[src/rtl/core/assert_macros.svh]
// Assertion macros shared by the RTL of the correlation engine.
// Each macro expects a clock named clk and an active-low reset named rst_n in scope.
`ifndef ASSERT_MACROS_SVH
`define ASSERT_MACROS_SVH

// Consequent must hold in the same cycle as the antecedent.
`define WPC_ASSERT_NOW(lbl, ante, cons, msg) \
  lbl: assert property (@(posedge clk) disable iff (!rst_n) (ante) |-> (cons)) \
    else $error(msg);

// Consequent must hold in the cycle after the antecedent.
`define WPC_ASSERT_NEXT(lbl, ante, cons, msg) \
  lbl: assert property (@(posedge clk) disable iff (!rst_n) (ante) |=> (cons)) \
    else $error(msg);

`endif

[src/rtl/core/wpc_pkg.sv]
// Package for the windowed correlation engine: word types, widths, codes and
// the command and status bundles between controller and datapath. No dependencies.
`timescale 1ns / 1ps
`default_nettype none

package wpc_pkg;

  // Fixed field widths.
  localparam int SAMPLE_BITS     = 16;
  localparam int STORE_DEPTH_DEF = 1024;
  localparam int IDX_W           = 10;
  localparam int LEN_W           = 11;
  localparam int VAL_W           = 48;
  localparam int STAT_W          = 2;
  localparam int CFG_IDX_W       = 1;
  localparam int CFG_DATA_W      = 16;
  localparam int MIN_PAIRS       = 5;

  // Accumulator widths for up to 2047 pairs of 16-bit samples.
  localparam int SUM_W = 27;
  localparam int SQ_W  = 41;
  localparam int XY_W  = 42;

  // Post-processing widths.
  localparam int SW     = 54;
  localparam int OPW    = 56;
  localparam int PW     = 112;
  localparam int DEN_W  = 104;
  localparam int DVD_W  = 168;
  localparam int QW     = 72;
  localparam int ROOT_W = 31;
  localparam int FRAC_R = 60;
  localparam int FRAC_C = 16;

  // Cycles the read pipeline needs to empty after the last read.
  localparam int DRAIN_CYC = 3;

  // Status codes.
  localparam logic [STAT_W-1:0] ST_OK    = 2'd0;
  localparam logic [STAT_W-1:0] ST_FEW   = 2'd1;
  localparam logic [STAT_W-1:0] ST_RANGE = 2'd2;

  // Register indexes.
  localparam logic [CFG_IDX_W-1:0] REG_COV_MODE = 1'b0;
  localparam logic [CFG_IDX_W-1:0] REG_MISSING  = 1'b1;

  // Input word kinds.
  localparam logic KIND_LOAD    = 1'b0;
  localparam logic KIND_COMPUTE = 1'b1;

  typedef struct packed {
    logic                          kind;
    logic [IDX_W-1:0]              load_index;
    logic signed [SAMPLE_BITS-1:0] x_sample;
    logic signed [SAMPLE_BITS-1:0] y_sample;
    logic [IDX_W-1:0]              start_x;
    logic [IDX_W-1:0]              start_y;
    logic [LEN_W-1:0]              window_len;
  } in_word_t;

  typedef struct packed {
    logic signed [VAL_W-1:0] value;
    logic [STAT_W-1:0]       status;
  } out_word_t;

  typedef enum logic [3:0] {
    S_IDLE, S_RANGE, S_READ, S_DRAIN, S_COUNT, S_MUL_GO, S_MUL_WAIT, S_VAR,
    S_DIV_GO, S_DIV_WAIT, S_SQRT_GO, S_SQRT_WAIT, S_RESULT
  } ctrl_state_t;

  // Products formed by the shared multiplier, in sequence order.
  typedef enum logic [3:0] {
    MS_NSX2, MS_SXSX, MS_NSY2, MS_SYSY, MS_NSXY, MS_SXSY, MS_NN1, MS_MAG2, MS_VARP
  } mul_sel_t;

  typedef enum logic [1:0] {
    RES_OK, RES_FEW, RES_RANGE
  } res_kind_t;

  typedef struct packed {
    logic      in_take;
    logic      rd_en;
    logic      mul_start;
    mul_sel_t  mul_sel;
    logic      div_start;
    logic      sqrt_start;
    logic      res_load;
    res_kind_t res_kind;
  } dp_cmd_t;

  typedef struct packed {
    logic range_bad;
    logic len_zero;
    logic last_read;
    logic few_pairs;
    logic var_zero;
    logic cov_mode;
    logic mul_done;
    logic div_done;
    logic sqrt_done;
    logic mul_busy;
    logic div_busy;
    logic sqrt_busy;
  } dp_stat_t;

endpackage

`default_nettype wire

[src/rtl/core/wpc_ctrl.sv]
// Controller: sequences window reads, the product chain, division and root,
// and owns the handshake on both channels. Depends on wpc_pkg.
`timescale 1ns / 1ps
`default_nettype none

module wpc_ctrl (
  input  logic              clk,
  input  logic              rst_n,
  input  logic              in_valid,
  input  logic              in_kind,
  input  logic              out_ready,
  input  wpc_pkg::dp_stat_t st,
  output logic              in_ready,
  output logic              out_valid,
  output wpc_pkg::dp_cmd_t  cmd
);
  import wpc_pkg::*;

  localparam int DR_W = $clog2(DRAIN_CYC + 1);

  ctrl_state_t state_r, state_nxt;
  mul_sel_t    mstep_r, mstep_nxt;
  res_kind_t   res_r, res_nxt;
  logic [DR_W-1:0] drain_r, drain_nxt;
  logic        out_valid_r, out_valid_nxt;
  logic        res_load;

  assign res_load = (state_r == S_RESULT) && (!out_valid_r || out_ready);

  // Next state.
  always_comb begin
    state_nxt = state_r;
    mstep_nxt = mstep_r;
    res_nxt   = res_r;
    drain_nxt = drain_r;
    unique case (state_r)
      S_IDLE: begin
        if (in_valid && (in_kind == KIND_COMPUTE)) state_nxt = S_RANGE;
      end
      S_RANGE: begin
        drain_nxt = '0;
        if (st.range_bad) begin
          res_nxt   = RES_RANGE;
          state_nxt = S_RESULT;
        end else if (st.len_zero) begin
          state_nxt = S_DRAIN;
        end else begin
          state_nxt = S_READ;
        end
      end
      S_READ: begin
        if (st.last_read) state_nxt = S_DRAIN;
      end
      S_DRAIN: begin
        drain_nxt = drain_r + 1'b1;
        if (drain_r == DR_W'(DRAIN_CYC - 1)) state_nxt = S_COUNT;
      end
      S_COUNT: begin
        if (st.few_pairs) begin
          res_nxt   = RES_FEW;
          state_nxt = S_RESULT;
        end else begin
          mstep_nxt = MS_NSX2;
          state_nxt = S_MUL_GO;
        end
      end
      S_MUL_GO: state_nxt = S_MUL_WAIT;
      S_MUL_WAIT: begin
        if (st.mul_done) begin
          state_nxt = S_MUL_GO;
          unique case (mstep_r)
            MS_NSX2: mstep_nxt = MS_SXSX;
            MS_SXSX: mstep_nxt = MS_NSY2;
            MS_NSY2: mstep_nxt = MS_SYSY;
            MS_SYSY: mstep_nxt = MS_NSXY;
            MS_NSXY: mstep_nxt = MS_SXSY;
            MS_SXSY: state_nxt = S_VAR;
            MS_MAG2: mstep_nxt = MS_VARP;
            MS_NN1, MS_VARP: state_nxt = S_DIV_GO;
            default: state_nxt = S_DIV_GO;
          endcase
        end
      end
      S_VAR: begin
        if (st.var_zero) begin
          res_nxt   = RES_FEW;
          state_nxt = S_RESULT;
        end else begin
          mstep_nxt = st.cov_mode ? MS_NN1 : MS_MAG2;
          state_nxt = S_MUL_GO;
        end
      end
      S_DIV_GO: state_nxt = S_DIV_WAIT;
      S_DIV_WAIT: begin
        if (st.div_done) begin
          if (st.cov_mode) begin
            res_nxt   = RES_OK;
            state_nxt = S_RESULT;
          end else begin
            state_nxt = S_SQRT_GO;
          end
        end
      end
      S_SQRT_GO: state_nxt = S_SQRT_WAIT;
      S_SQRT_WAIT: begin
        if (st.sqrt_done) begin
          res_nxt   = RES_OK;
          state_nxt = S_RESULT;
        end
      end
      S_RESULT: begin
        if (res_load) state_nxt = S_IDLE;
      end
      default: state_nxt = S_IDLE;
    endcase
  end

  // Outputs toward the datapath and the channels.
  always_comb begin
    in_ready       = (state_r == S_IDLE);
    cmd.in_take    = in_valid && (state_r == S_IDLE);
    cmd.rd_en      = (state_r == S_READ);
    cmd.mul_start  = (state_r == S_MUL_GO);
    cmd.mul_sel    = mstep_r;
    cmd.div_start  = (state_r == S_DIV_GO);
    cmd.sqrt_start = (state_r == S_SQRT_GO);
    cmd.res_load   = res_load;
    cmd.res_kind   = res_r;
    out_valid_nxt  = res_load ? 1'b1 : (out_ready ? 1'b0 : out_valid_r);
  end

  always_ff @(posedge clk) begin
    if (!rst_n) begin
      state_r     <= S_IDLE;
      mstep_r     <= MS_NSX2;
      res_r       <= RES_OK;
      drain_r     <= '0;
      out_valid_r <= 1'b0;
    end else begin
      state_r     <= state_nxt;
      mstep_r     <= mstep_nxt;
      res_r       <= res_nxt;
      drain_r     <= drain_nxt;
      out_valid_r <= out_valid_nxt;
    end
  end

  assign out_valid = out_valid_r;

endmodule

`default_nettype wire

[config.mk]
export PLATFORM = sky130hd
export DESIGN_NAME = wpc_ctrl
export DESIGN_NICKNAME = d
export VERILOG_FILES = /design/src/rtl/core/assert_macros.svh /design/src/rtl/core/wpc_pkg.sv /design/src/rtl/core/wpc_ctrl.sv
export SDC_FILE = /design/constraint.sdc
export NUM_CORES = 1
export LEC_CHECK = 0
export ABC_AREA = 1
export BUFFER_PORTS_ARGS = -buffer_cell sky130_fd_sc_hd__buf_2
export CAP_MARGIN = 20
export CORE_MARGIN = 2
export CORE_UTILIZATION = 45
export CTS_CLUSTER_SIZE = 12
export DETAILED_ROUTE_END_ITERATION = 6
export HOLD_SLACK_MARGIN = 0.08
export MAX_ROUTING_LAYER = met4
export PLACE_DENSITY = 0.79
export SLEW_MARGIN = 20
export SYNTH_ARGS = -nofsm -noshare
export SYNTH_HDL_FRONTEND = slang
export SYNTH_SLANG_ARGS = --single-unit
[constraint.sdc]
create_clock -name clk -period 1.6 [get_ports clk]
set_input_delay 0.32 -clock clk [delete_from_list [all_inputs] [get_ports clk]]
set_output_delay 0.32 -clock clk [all_outputs]
set_load 0.03 [all_outputs]
==> impl_metrics.ini <==
[status]
status = completed

[timing]
hold_viol = 0
layout_setup_ws_ns = 0.0783
period_needed_ns = 1.52
slew_viol_final = 0
tns_ns = 0
fin_crit_sh_pct = 95.1
worst_slew_pin_slew_ns = 0.247
max_freq_ghz = 0.657
max_slew_margin_pct = 83.3
setup_violations = 0
rsz0062_at_grt = true
skew_ns = 0.00203

[grt]
track_usage_pct = 18.8
grt_max_degree = 9
met1_usage_pct = 25.8
gr-total-overflow = 0
grt_pass1_vias = 1099
grt_use_met2_pct = 28.4
antenna_found_initial = 0
grt_pass1_wl_mm = 4.64
top_usage_layer = met2
use_met3_pct = 2.58

[power_and_ir_drop]
p_leak_nw = 0.831
irDropWorstVdd_mv = 0.865
power_mw = 2.09
power_density_nw_per_um2 = 1420

[floorplan]
fp-row-count = 18
core_area_sq_um = 2480
dieArea_sq_um = 3050
initial_utilization_pct = 47.6
die_x_um = 55.2
ios = 31
chipHeight_um = 55.2

[detailed_routing]
routedWlPerCell_um = 10.6
first_iter_violations = 66
via_per_inst = 4.88
vias = 1317
dr.pass1.iters = 4
ant_nets = 0
drcViolationCount = 0
drt_wl_total_mm = 2.86

[yosys]
syn-num-nets = 220
synth_seq_cells = 13
async_flop_share_pct = 0
synth_compound_area_share_pct = 9.54
synth.avg_cell_area_sq_um = 5.84
synth-simple-area-share_pct = 53.0
synth_fa_ha_area_share_pct = 1.06
synth_area_sq_um = 1180
synth_commonest_cells = nand2_1 (51), inv_1 (32), nor2_1 (29), nand3_1 (20), dfxtp_1 (13)
yosys_warnings = 0
ys_types = 24
muxShareOfSynthArea_pct = 0
synth_xor_xnor_area_share_pct = 0
synth_cells = 202
synthTopCellsByArea = dfxtp_1 (22%), nand2_1 (16%), inv_1 (10%)
seq_area_frac_synth_pct = 22.1
yosysMostFrequentCell = nand2_1
yosysTopAreaCell = dfxtp_1
synth_top_family_by_area = simple AND/OR/NAND/NOR gates
synth_enable_flop_cells = 0
yosysTopAreaCellShare_pct = 22.1
ys.flop_type = dfxtp_1

[worst_setup_path]
worstPathCellList = inv_2 > nor2_4 > nand2_1 > inv_1 > buf_4
arrival_ns = 1.20
crit_type = register to output port
cp_top_family = flip-flops
crit_fanout = 5
cp-start-kind = register
worstSetupEndpointType = output port
critPathSlowestCell = dfxtp_4
critPathRequiredTime_ns = 1.28
path_buf_inv = 3
cpPeakStageDelay_ns = 0.39

[finish]
antennaDiodeCount = 0
layoutNonFillerInstCount = 270
drive_gt1_share_pct = 31.3
final_cell_area_sq_um = 1470
area_growth_pct = 24.4
nets = 259

[cts]
clock-sinks = 13
h-tree-depth = 1
cts_tree = done
insertion_delay_ns = 0.29
cts-root-buf = clkbuf_4
ctsLongestPathBuffers = 2
cts_hold_buf = 0
numCtsBuffers = 3
path_clk_slew_ns = 0.09

[place]
dp_slack_ns = 0.145
post-place-cells = 257
dpl_cell_area_sq_um = 1330
dp_hpwl_mm = 2.13
io_buffers = 27
gp_congestion = 0.911

[hold_path]
hold_class = primary input to register

[flow_run]
drv_cap = 0
==> placed cells by master (no fill, tap or decap) <==
master and instances:
nand2_1 51, inv_1 32, nor2_1 29, buf_2 24
nand3_1 20, buf_4 11, a21oi_1 9, dfxtp_1 9
nand2_2 7, o21ai_0 6, nor2_2 5, clkbuf_4 5
nor2_4 4, inv_2 4, nand2_4 3, dfxtp_4 3
inv_4 2, nor2_8 2, a21oi_2 2, nand4_1 2
a31oi_1 2, and3_1 1, nand3b_2 1, nand3_2 1
o211ai_1 1, or2_1 1, ha_1 1, clkbuf_1 1
dfxtp_2 1
==> per-stage QoR <==
stage | util [%] | hold slack [ns]
4_1_cts | 56.3 | 0.307
6_report | 59.2 | 0.301
5_1_grt | 59.2 | 0.318
2_1_floorplan | - | 0.439
3_3_place_gp | 53.8 | 0.459
3_5_place_dp | 53.8 | 0.464
==> tightest hold or removal path: cells and delay by family <==
kind	cells	cell delay [ns]
compound gates	1	0.05
simple gates	1	0.05
buf+inv	2	0.12
==> power breakdown <==
| part | switching [mW] | internal (mW) | total (mW) |
|---|---|---|---|
| Clock | 0.123 | 0.0970 | 0.220 |
| Sequential | 0.108 | 0.413 | 0.521 |
| Combinational | 0.843 | 0.505 | 1.35 |
==> per-layer routing <==
metal	vias up	part of all wire (%)	wire length, um
met1	553	48	1360
met5	-	0	0
met3	7	7.2	207
li1	704	-	-
met2	53	44	1250
met4	0	1.5	44
==> flip-flops by register name, indices dropped and copies added, names as in the netlist <==
name       count
mstep_r        4
state_r        4
drain_r        2
res_r          2
out_valid      1
==> worst paths after layout <==
| kind | cells past startpoint | slack, ns | startpoint | to |
|---|---|---|---|---|
| setup / recovery | 5 | 0.08 | state_r[0] | cmd[9] |
| hold / removal | 4 | 0.30 | out_ready | out_valid |
| setup reg to reg | 11 | 0.13 | state_r[0] | res_r[1] |
| hold reg to reg | 1 | 0.48 | drain_r[0] | drain_r[0] |
==> logic make-up after synthesis <==
| group | count (synthesis) |
|---|---|
| AO/OA/AOI/OAI | 20 |
| flip-flops | 13 |
| AND/OR/NAND/NOR | 127 |
| adder cells (fa/ha/maj) | 1 |
| buffers and inverters | 41 |
==> cell type report <==
type                    count  area [sq um]
inverters                  38           148
repair buffers             37           218
multi-input cells         148           766
flip-flops and latches     13           273
clock buffers               4          26.3
well taps                  30          37.5
fillers                   247          1010
==> what timing repair did <==
item                       CTS  global route
gates resized for setup      7             9
setup endpoints to repair    5             4
buffers inserted             2             7
pin swaps                    1             2
gates cloned                 0             0
(Power assumes the default switching activity.)
